`config.mk`:
```
export PLATFORM = sky130hd
export DESIGN_NAME = chained_hash_insert_search
export DESIGN_NICKNAME = d
export VERILOG_FILES = /design/src/rtl/chi_pkg.sv /design/src/rtl/chi_ctrl.sv /design/src/rtl/chi_dpath.sv /design/src/rtl/chained_hash_insert_search.sv
export SDC_FILE = /design/constraint.sdc
export NUM_CORES = 1
export LEC_CHECK = 0
export ABC_CLOCK_PERIOD_IN_PS = 10500
export BUFFER_PORTS_ARGS = -buffer_cell sky130_fd_sc_hd__buf_2
export CAP_MARGIN = 15
export CORE_UTILIZATION = 45
export CTS_BUF_LIST = sky130_fd_sc_hd__clkbuf_4 sky130_fd_sc_hd__clkbuf_8 sky130_fd_sc_hd__clkbuf_16
export CTS_CLUSTER_DIAMETER = 120
export DETAILED_ROUTE_END_ITERATION = 8
export GPL_ROUTABILITY_DRIVEN = 0
export GPL_TIMING_DRIVEN = 0
export SYNTH_ARGS = -nofsm -noshare
export SYNTH_HDL_FRONTEND = slang
export SYNTH_SLANG_ARGS = --single-unit
```
`constraint.sdc`:
```
create_clock -name clk -period 10.5 [get_ports clk]
set_input_delay 0.525 -clock clk [delete_from_list [all_inputs] [get_ports clk]]
set_output_delay 0.525 -clock clk [all_outputs]
set_load 0.005 [all_outputs]
```
`src/rtl/chi_pkg.sv`:
```
// ----------------------------------------------------------------------------
// chi_pkg
// Shared types and constants for the chained hash table: the command and
// status groups between controller and datapath, and the result codes.
// ----------------------------------------------------------------------------
package chi_pkg;

    // Fixed widths of the item and result fields.
    localparam int ITEM_W  = 16;
    localparam int POS_W   = 4;
    // Value bits folded into the bucket remainder per hashing cycle.
    localparam int HASH_DIGIT = 4;

    typedef enum logic [2:0] {
        ST_IDLE,
        ST_HASH,
        ST_LOOKUP,
        ST_INSERT,
        ST_SCAN,
        ST_RESULT
    } chi_state_t;

    typedef enum logic [1:0] {
        RES_INSERTED,
        RES_DROPPED,
        RES_FOUND,
        RES_MISSING
    } chi_res_t;

    typedef struct packed {
        logic     load;
        logic     hash_step;
        logic     lookup;
        logic     write;
        logic     scan_step;
        logic     set_result;
        chi_res_t res_code;
        logic     out_load;
    } chi_cmd_t;

    typedef struct packed {
        logic is_search;
        logic hash_last;
        logic full;
        logic hit;
        logic exhausted;
        logic out_busy;
    } chi_status_t;

endpackage

```
`src/rtl/chi_ctrl.sv`:
```
// ----------------------------------------------------------------------------
// chi_ctrl
// Sequencer for one operation at a time: hash, bucket lookup, the insert
// write or drop, or the bucket walk, then hand-off to the output register.
// ----------------------------------------------------------------------------
module chi_ctrl
    import chi_pkg::*;
(
    input  logic        clk,
    input  logic        rst_n,
    input  logic        in_valid,
    output logic        in_stall,
    input  chi_status_t stat,
    output chi_cmd_t    cmd
);

    chi_state_t state_reg;
    chi_state_t state_next;

    always_ff @(posedge clk or negedge rst_n)
    begin
        if (!rst_n)
        begin
            state_reg <= ST_IDLE;
        end
        else
        begin
            state_reg <= state_next;
        end
    end

    always_comb
    begin
        state_next = state_reg;
        unique case (state_reg)
            ST_IDLE:
            begin
                if (in_valid)
                begin
                    state_next = ST_HASH;
                end
            end
            ST_HASH:
            begin
                if (stat.hash_last)
                begin
                    state_next = ST_LOOKUP;
                end
            end
            ST_LOOKUP:
            begin
                state_next = stat.is_search ? ST_SCAN : ST_INSERT;
            end
            ST_INSERT:
            begin
                state_next = ST_RESULT;
            end
            ST_SCAN:
            begin
                if (stat.hit || stat.exhausted)
                begin
                    state_next = ST_RESULT;
                end
            end
            ST_RESULT:
            begin
                if (!stat.out_busy)
                begin
                    state_next = ST_IDLE;
                end
            end
            default:
            begin
                state_next = ST_IDLE;
            end
        endcase
    end

    always_comb
    begin
        cmd      = '0;
        in_stall = 1'b1;
        unique case (state_reg)
            ST_IDLE:
            begin
                in_stall = 1'b0;
                cmd.load = in_valid;
            end
            ST_HASH:
            begin
                cmd.hash_step = 1'b1;
            end
            ST_LOOKUP:
            begin
                cmd.lookup = 1'b1;
            end
            ST_INSERT:
            begin
                cmd.set_result = 1'b1;
                if (stat.full)
                begin
                    cmd.res_code = RES_DROPPED;
                end
                else
                begin
                    cmd.write    = 1'b1;
                    cmd.res_code = RES_INSERTED;
                end
            end
            ST_SCAN:
            begin
                priority if (stat.hit)
                begin
                    cmd.set_result = 1'b1;
                    cmd.res_code   = RES_FOUND;
                end
                else if (stat.exhausted)
                begin
                    cmd.set_result = 1'b1;
                    cmd.res_code   = RES_MISSING;
                end
                else
                begin
                    cmd.scan_step = 1'b1;
                end
            end
            ST_RESULT:
            begin
                cmd.out_load = !stat.out_busy;
            end
            default:
            begin
                cmd = '0;
            end
        endcase
    end

endmodule

```
`src/rtl/chi_dpath.sv`:
```
// ----------------------------------------------------------------------------
// chi_dpath
// Datapath: digit-serial modulo hash, per-bucket fill counts, entry memory
// with a registered read port, bucket walk with compare, output register.
// ----------------------------------------------------------------------------
module chi_dpath
    import chi_pkg::*;
#(
    parameter int BUCKET_COUNT = 7,
    parameter int BUCKET_DEPTH = 8,
    parameter int VALUE_BITS   = 16
)
(
    input  logic                clk,
    input  logic                rst_n,
    input  logic                action,
    input  logic [ITEM_W-1:0]   item_value,
    input  logic                out_stall,
    output logic                out_valid,
    output logic [POS_W-1:0]    match_position,
    output logic                status,
    input  chi_cmd_t            cmd,
    output chi_status_t         stat
);

    localparam int IN_BITS    = (VALUE_BITS < ITEM_W) ? VALUE_BITS : ITEM_W;
    localparam int HASH_CYC   = (IN_BITS + HASH_DIGIT - 1) / HASH_DIGIT;
    localparam int HASH_BITS  = HASH_CYC * HASH_DIGIT;
    localparam int HC_W       = $clog2(HASH_CYC) + 1;
    localparam int REM_W      = $clog2(BUCKET_COUNT);
    localparam int TOTAL      = BUCKET_COUNT * BUCKET_DEPTH;
    localparam int MEM_AW     = $clog2(TOTAL);
    localparam int PTR_W      = $clog2(TOTAL + 1);
    localparam int FILL_W     = $clog2(BUCKET_DEPTH + 1);

    logic                  act_reg;
    logic [VALUE_BITS-1:0] val_reg;
    logic [HASH_BITS-1:0]  hsh_reg;
    logic [HC_W-1:0]       hcnt_reg;
    logic [REM_W-1:0]      rem_reg;
    logic [REM_W-1:0]      rem_next;
    logic [FILL_W-1:0]     fill_reg;
    logic [FILL_W-1:0]     bucket_fill_reg [BUCKET_COUNT];
    logic [PTR_W-1:0]      ptr_reg;
    logic [PTR_W-1:0]      ptr_next;
    logic [PTR_W-1:0]      top_next;
    logic [FILL_W-1:0]     left_reg;
    logic [FILL_W-1:0]     pos_reg;
    logic                  pend_reg;
    logic [VALUE_BITS-1:0] rd_data_reg;
    logic [VALUE_BITS-1:0] mem [TOTAL];
    logic [FILL_W-1:0]     res_pos_reg;
    logic                  res_stat_reg;
    logic                  out_valid_reg;
    logic [POS_W-1:0]      out_pos_reg;
    logic                  out_stat_reg;
    logic [FILL_W+POS_W-1:0] pos_wide;

    // Remainder update for one digit: a compare and subtract per bit keeps
    // the partial remainder below the bucket count.
    always_comb
    begin
        logic [REM_W:0] t;
        logic [REM_W-1:0] r;
        r = rem_reg;
        for (int i = 0; i < HASH_DIGIT; i++)
        begin
            t = {r, hsh_reg[HASH_BITS-1-i]};
            if (t >= (REM_W+1)'(BUCKET_COUNT))
            begin
                t = t - (REM_W+1)'(BUCKET_COUNT);
            end
            r = t[REM_W-1:0];
        end
        rem_next = r;
    end

    assign top_next = PTR_W'(rem_reg) * PTR_W'(BUCKET_DEPTH)
                    + PTR_W'(bucket_fill_reg[rem_reg]);
    assign ptr_next = ptr_reg - PTR_W'(1);

    always_ff @(posedge clk)
    begin
        if (cmd.load)
        begin
            act_reg <= action;
            val_reg <= VALUE_BITS'(item_value[IN_BITS-1:0]);
            hsh_reg <= HASH_BITS'(item_value[IN_BITS-1:0]);
            rem_reg <= '0;
        end
        else if (cmd.hash_step)
        begin
            hsh_reg <= hsh_reg << HASH_DIGIT;
            rem_reg <= rem_next;
        end
        if (cmd.lookup)
        begin
            fill_reg <= bucket_fill_reg[rem_reg];
            ptr_reg  <= top_next;
            left_reg <= bucket_fill_reg[rem_reg];
            pos_reg  <= '0;
        end
        else if (cmd.scan_step && (left_reg != '0))
        begin
            ptr_reg  <= ptr_next;
            left_reg <= left_reg - FILL_W'(1);
            pos_reg  <= pos_reg + FILL_W'(1);
        end
        if (cmd.set_result)
        begin
            unique case (cmd.res_code)
                RES_INSERTED:
                begin
                    res_pos_reg  <= '0;
                    res_stat_reg <= 1'b0;
                end
                RES_DROPPED:
                begin
                    res_pos_reg  <= '0;
                    res_stat_reg <= 1'b1;
                end
                RES_FOUND:
                begin
                    res_pos_reg  <= pos_reg;
                    res_stat_reg <= 1'b0;
                end
                RES_MISSING:
                begin
                    res_pos_reg  <= '0;
                    res_stat_reg <= 1'b0;
                end
                default:
                begin
                    res_pos_reg  <= '0;
                    res_stat_reg <= 1'b0;
                end
            endcase
        end
        if (cmd.out_load)
        begin
            out_pos_reg  <= pos_wide[POS_W-1:0];
            out_stat_reg <= res_stat_reg;
        end
    end

    always_ff @(posedge clk or negedge rst_n)
    begin
        if (!rst_n)
        begin
            hcnt_reg <= '0;
        end
        else if (cmd.load)
        begin
            hcnt_reg <= HC_W'(HASH_CYC - 1);
        end
        else if (cmd.hash_step && (hcnt_reg != '0))
        begin
            hcnt_reg <= hcnt_reg - HC_W'(1);
        end
    end

    always_ff @(posedge clk or negedge rst_n)
    begin
        if (!rst_n)
        begin
            for (int i = 0; i < BUCKET_COUNT; i++)
            begin
                bucket_fill_reg[i] <= '0;
            end
        end
        else if (cmd.write)
        begin
            bucket_fill_reg[rem_reg] <= fill_reg + FILL_W'(1);
        end
    end

    // A read issued in one cycle is compared in the next one.
    always_ff @(posedge clk or negedge rst_n)
    begin
        if (!rst_n)
        begin
            pend_reg <= 1'b0;
        end
        else if (cmd.scan_step)
        begin
            pend_reg <= (left_reg != '0);
        end
        else
        begin
            pend_reg <= 1'b0;
        end
    end

    always_ff @(posedge clk)
    begin
        if (cmd.write)
        begin
            mem[ptr_reg[MEM_AW-1:0]] <= val_reg;
        end
        if (cmd.scan_step && (left_reg != '0))
        begin
            rd_data_reg <= mem[ptr_next[MEM_AW-1:0]];
        end
    end

    always_ff @(posedge clk or negedge rst_n)
    begin
        if (!rst_n)
        begin
            out_valid_reg <= 1'b0;
        end
        else if (cmd.out_load)
        begin
            out_valid_reg <= 1'b1;
        end
        else if (!out_stall)
        begin
            out_valid_reg <= 1'b0;
        end
    end

    assign pos_wide = {{POS_W{1'b0}}, res_pos_reg};

    assign stat.is_search = act_reg;
    assign stat.hash_last = (hcnt_reg == '0);
    assign stat.full      = (fill_reg >= FILL_W'(BUCKET_DEPTH));
    assign stat.hit       = pend_reg && (rd_data_reg == val_reg);
    assign stat.exhausted = !pend_reg && (left_reg == '0);
    assign stat.out_busy  = out_valid_reg && out_stall;

    assign out_valid      = out_valid_reg;
    assign match_position = out_pos_reg;
    assign status         = out_stat_reg;

endmodule

```
`src/rtl/chained_hash_insert_search.sv`:
```
// ----------------------------------------------------------------------------
// chained_hash_insert_search
// Hash table with buckets chosen by value modulo BUCKET_COUNT, each bucket a
// bounded stack. Inserts push onto the bucket; searches walk newest first.
//
//   Channel   Signals                          Direction
//   input     in_valid, in_stall, action,      in (in_stall out)
//             item_value
//   output    out_valid, out_stall,            out (out_stall in)
//             match_position, status
//
// One operation is in flight at a time. An insert passes through hashing
// at four value bits per cycle, lookup, the write (skipped when the bucket
// is full) and result, and the next beat can be taken once the result is
// shown. A search replaces the write by the bucket walk, which reads entries
// newest first and compares each read while issuing the next one; when
// nothing matches, the miss is reported after the last compare.
// Reset clears the bucket fill counts; entries need no clearing.
// A new beat is taken while a finished result waits in the output register;
// an output stall holds the next result, and the input, until it clears.
// ----------------------------------------------------------------------------
module chained_hash_insert_search
    import chi_pkg::*;
#(
    parameter int BUCKET_COUNT = 7,
    parameter int BUCKET_DEPTH = 8,
    parameter int VALUE_BITS   = 16
)
(
    input  logic              clk,
    input  logic              rst_n,
    input  logic              in_valid,
    output logic              in_stall,
    input  logic              action,
    input  logic [ITEM_W-1:0] item_value,
    output logic              out_valid,
    input  logic              out_stall,
    output logic [POS_W-1:0]  match_position,
    output logic              status
);

    chi_cmd_t    cmd;
    chi_status_t stat;

    chi_ctrl u_ctrl (
        .clk      (clk),
        .rst_n    (rst_n),
        .in_valid (in_valid),
        .in_stall (in_stall),
        .stat     (stat),
        .cmd      (cmd)
    );

    chi_dpath #(
        .BUCKET_COUNT (BUCKET_COUNT),
        .BUCKET_DEPTH (BUCKET_DEPTH),
        .VALUE_BITS   (VALUE_BITS)
    ) u_dpath (
        .clk            (clk),
        .rst_n          (rst_n),
        .action         (action),
        .item_value     (item_value),
        .out_stall      (out_stall),
        .out_valid      (out_valid),
        .match_position (match_position),
        .status         (status),
        .cmd            (cmd),
        .stat           (stat)
    );

endmodule
```
# Yosys cells after proc, flatten, opt, wreduce, memory -nomap -nowiden
# Memory sizes are Yosys's and may differ from the RTL's. A register that Yosys moved wholly into a read port is not among the register bits.
# Index checks and enable logic that the tools add are counted.
word_totals:
  reg_bits: 100
  mem_bits_rw: 896
  input_bits: 21
  out_inout_bits: 7
  elab_cells: 122
  memories: 1
op_classes:
  add_sub_neg: 10
  n_lt_le_gt_ge: 7
  eq_ne: 14
  muxes: 45
  n_bitwise: 1
  reduce_logical: 21
memory_table:
  columns: ["memory", "depth", "width", "read_ports", "rd_ports_with_merged_regs", "write_ports", "line_no", "source"]
  rows:
  - ["u_dpath.mem", 56, 16, 1, 1, 1, "chi_dpath.sv:51", "logic [VALUE_BITS-1:0] mem [TOTAL];"]
op_table:
  columns: ["cell", "count"]
  rows:
  - ["$mux 3", 13]
  - ["$mux 16", 2]
  - ["$bwmux 28", 1]
  - ["$mux 4", 5]
  - ["$pmux 3 s6", 1]
  - ["$eq 16x16->1", 1]
  - ["$ge 4x3->1 const B", 4]
  - ["$mux 1", 16]
  - ["$bmux 4 s3", 1]
  - ["$demux 4 s3", 1]
  - ["$mux 6", 2]
  - ["$sub 3x3->3 const B", 4]
  - ["$add 4x1->4 const B", 2]
  - ["$ge 4x4->1 const B", 2]
  - ["$pmux 4 s2", 1]
  - ["$add 6x4->6", 1]
  - ["$eq 3x2->1 const B", 2]
  - ["$eq 3x3->1 const B", 2]
  - ["$logic_and 1x1->1", 6]
  - ["$logic_not 3->1", 2]
  - ["$ne 2x2->1 const B", 3]
  - ["$pmux 3 s2", 1]
  - ["$reduce_bool 2->1", 3]
  - ["$reduce_or 3->1", 2]
  - ["other kinds (17)", 20]

# Logic depth before layout (Yosys ltp)
depth:
  ltp_word: 8
  mapped_depth: 18
  ltp_nobuf: 18

# Hierarchy
# A second synthesis with hierarchy kept.
unflattened:
  hier_cells: 2036
  hier_area_um2: 40007.1
by_module_without_submodules:
  columns: ["module", "n_inst", "cells_per_inst", "area_each_um2", "seq_area_each_um2"]
  rows:
  - ["chi_dpath", 1, 1997, 39715.6, 30063.8]
  - ["chi_ctrl", 1, 39, 291.5, 75.1]

# Worst setup path after synthesis
# No wires, ideal clock.
synth_timing:
  path_type: "reg-to-reg"
  start: "register u_dpath.ptr_reg[0]"
  end: "register u_dpath.rd_data_reg[0], read port of u_dpath.mem (data pin)"
  setup_time_ps: 272
  t_arrival_ps: 3689
  t_required_ps: 10228
  slack_ps: 6539
  path_stages_with_launch: 12
  path_buffers: 6
  synth_period_minus_slack_ps: 3961
  cell_sequence: "edfxtp_1 buf_2 buf_2 clkbuf_1 inv_1 ha_1 clkbuf_1 clkbuf_1 clkbuf_1 mux4_2 mux4_2 mux4_2"
synth_via:
  elab_chain_cells: 1
synth_lines:
  columns: ["item", "line_no", "source"]
  rows:
  - ["start, declared", "chi_dpath.sv:44", "logic [PTR_W-1:0] ptr_reg;"]
  - ["start signal, assigned", "chi_dpath.sv:99", "ptr_reg <= top_next;"]
  - ["start signal, assigned", "chi_dpath.sv:105", "ptr_reg <= ptr_next;"]
  - ["$sub 6x1->6", "chi_dpath.sv:80", "assign ptr_next = ptr_reg - PTR_W'(1);"]
  - ["end, declared", "chi_dpath.sv:50", "logic [VALUE_BITS-1:0] rd_data_reg;"]
# No other way between the ends.
# A chain may end at the register's enable or synchronous reset.

# Worst setup path in the final report
layout_timing:
  start: "register u_dpath.ptr_reg[0]"
  end: "register u_dpath.rd_data_reg[10], read port of u_dpath.mem (data pin)"
# Same word-level chain as after synthesis.

==> results.md <==
- Status: completed
- First drt pass iteration count: 5
- Commonest non-fill, non-tap cells in the layout: 969 x edfxtp_1, 291 x mux4_2, 105 x clkbuf_16
- DP HPWL: 61800 µm
- Met3 usage: 0.0316
- Post-CTS Setup Repair Bufs: 0
- Setup TNS: 0 ps
- Final antenna-violating net count: 0
- RR Startpoint: u_dpath.ptr_reg[0]$_DFFE_PP_
- Reg-to-Reg End: u_dpath.rd_data_reg[10]$_DFFE_PP_
- Port Buffer Count: 27
- Initial antenna violation count: 4
- Nets: roughly 2100
- Synth Instances: 1801
- Die Ht: 298 µm
- First-pass GRT wire length: 134000 µm
- CTS tree: yes
- Avg WL per Cell: 27.7 µm
- Internal cell power: 8.02 mW
- DRC violations left: 0
- Worst Reg-to-Reg Cells: 11
- Gr ovfl total: 0
- Critical-path maximum fanout: 10
- Register bit total from synthesis: 1012
- Routing usage on met1: 0.293
- Iter 0 DRT Violations: approximately 1900
- Vias in the first global route: 19278
- Reg power frac: 0.440
- Most Crowded Layer GR: met2
- CTS root buf: clkbuf_16
- Die area: 0.0889 mm²
- Max-cap violations: 0
- Clock Power Share: 0.327
- Synth Net Count: between 1500 and 2000
- Share of flip-flops with an asynchronous set or reset: 0.0356
- CP Class: flip-flop to flip-flop
- Buffer depth of the longest clock path: 3
- Average size of a mapped cell: 21.9 µm²
- Top Ports: 28
- Largest net degree at the start of global routing: 37
- Worst Path Required: 10920 ps
- Pre-CTS setup slack: 4440 ps
- Slew HR: 0.327
- Worst Hold Class: input port to flip-flop
- Synth Flop Type: edfxtp_1
- Core Box Area: 0.0868 mm²
- Comb power frac: 0.233
- Seq/Total Area, Yosys: 0.764
- VDD IR max: 0.000157 V
- GRT Overall Usage: 0.208
- Startpoint Class: flip-flop
- CTS Sinks: 1012
- Clk_skew: 33.3 ps
- Min-delay src: item_value[9]
- Worst-Margin Slew: around 1000 ps
- Die width: just under 300 µm
- Static leakage: ~15 nW
- Pwr/cell area: 241 mW/mm²
- CP Launch Point: u_dpath.ptr_reg[0]$_DFFE_PP_
- M2 GR Usage: 0.337
- Vias: 18761
- Reg2reg setup slack: 4510 ps
- Hold depth: 1
- Later-pin clock latency in the skew report: 680 ps
- Largest register FFs: 896
- Fmax: 167 MHz
- Initial Util: 0.455
- Final period utilization: 0.571
- Vias per cell: 5.75
- DRT Wirelength: roughly 90000 µm
- Arr. time, crit path: 6410 ps
- Sw power: 3.13 mW
- Final Setup Violations: 0
- Commonest non-fill, non-tap cell in the layout: edfxtp_1
- Clock-pin slew on the worst setup and hold paths: 60 ps
- Htree depth: 3
- Final Worst Setup Slack: 4510 ps
- # diodes: 0
- Final-report max-slew violation count: 0
- Unique cell type count in the Yosys netlist: 53
- Warnings, synthesis: 0
- Share of cells above drive strength 1: 0.330
- RSZ-0062 raised after global routing: false
- Crit end category: flip-flop
- Post-synth EDFFs: approximately 970
- Sw Share: 0.281
- Final Hold Fails: 0
- Min-Delay Endpoint: u_dpath.val_reg[9]$_DFFE_PP_
- Min cycle time layout: 5990 ps
- Area growth, synth to finish: 17.3%
- Num CTS Buffers: 105
- Num rows: 108
- Post-Syn Area: ~0.04 mm²
-- power by group through the flow --
stage               clock network, mW  logic, mW  registers, mW
floorplan                           0       1.52           5.02
global placement                    0       2.20           5.19
detailed placement                  0       2.61           4.99
CTS                              3.72       2.62           4.91
global route                     3.87       2.76           4.92
finish                           3.65       2.60           4.91
-- how the worst max path moves through the flow --
stage,endpoint,slack [ps],depth (start not counted)
finish,u_dpath.rd_data_reg[10]$_DFFE_PP_,4510,11
global route,u_dpath.rd_data_reg[10]$_DFFE_PP_,4270,11
CTS,u_dpath.rd_data_reg[10]$_DFFE_PP_,4420,11
detailed placement,u_dpath.rd_data_reg[10]$_DFFE_PP_,4440,11
global placement,u_dpath.ptr_reg[3]$_DFFE_PP_,4380,6
floorplan,u_dpath.rd_data_reg[0]$_DFFE_PP_,6540,11
-- cells in the mapped netlist (2+ instances only) --
cell / n / area [µm²]
a21o_1: 2 / 15.0
nor2b_1: 6 / 37.5
mux2i_1: 9 / 90.1
xor2_1: 4 / 35.0
o31ai_1: 3 / 22.5
or3b_2: 3 / 26.3
a21oi_1: 24 / 120
dfxtp_1: 7 / 140
inv_1: 18 / 67.6
nor2_1: 91 / 342
nand2b_1: 3 / 18.8
dfrtp_1: 36 / 901
nor3b_1: 5 / 37.5
and2_1: 7 / 43.8
nand4_1: 6 / 37.5
buf_2: 28 / 140
nand2_1: 79 / 297
edfxtp_1: 969 / 29100
a31oi_1: 3 / 18.8
o21ai_0: 26 / 130
mux2_2: 26 / 293
buf_6: 2 / 22.5
buf_1: 8 / 30.0
nor3_1: 9 / 45.0
xnor2_1: 23 / 201
or3_1: 4 / 25.0
mux4_2: 291 / 6550
nand3b_1: 5 / 37.5
nand3_1: 10 / 50.1
clkbuf_1: 50 / 188
and3_1: 9 / 56.3
ha_1: 14 / 175
-- through the flow --
step	utilization	cell area [µm²]	power, mW	std cells	hold slack (ps)
6_report	0.534	46300	11.2	3262	43.6
5_1_grt	0.534	46300	11.6	3262	9.27
4_1_cts	0.534	46300	11.2	3260	0.875
3_5_place_dp	0.494	42800	7.60	3069	412
3_3_place_gp	0.473	41000	7.40	2983	412
2_1_floorplan	-	39500	6.54	1801	229
-- critical path, cell delays in order, from the launching register on --
cell      delay, ps
edfxtp_1        320
buf_2           250
buf_2           400
clkbuf_1        660
inv_1           140
ha_1            310
clkbuf_1        540
clkbuf_1        790
clkbuf_1        770
mux4_2          460
mux4_2          560
mux4_2          490
-- logic make-up after synthesis --
logic type,Yosys count,synth area share
AOI/OAI and AO/OA,73,0.0109
DFF,1012,0.764
xor gates and xnor gates,27,0.00599
buffers and inverters,106,0.0113
and+or+nand+nor,243,0.0280
adders and majority gates,14,0.00444
muxes,326,0.176
-- what timing repair did --
action                                 CTS  global route
hold buffers                             4             0
gates resized for setup                  0             0
setup endpoints to repair                0             0
endpoints found under the hold margin   39             0
-- layout make-up --
class,count,area (µm²)
Tap cell,1155,1450
Fill cell,6578,40500
Buffer,88,380
Timing Repair Buffer,119,1850
Inverter,18,67.6
Clock inverter,51,515
Clock buffer,136,2880
Multi-Input combinational cell,683,9030
Sequential cell,1012,30100
-- per-layer routing --
layer	vias up	wire length (µm)
met5	-	0
met4	0	2430
met3	135	5670
met2	652	44600
met1	10000	37700
li1	7974	-
Power figures use the tool's default switching activity.
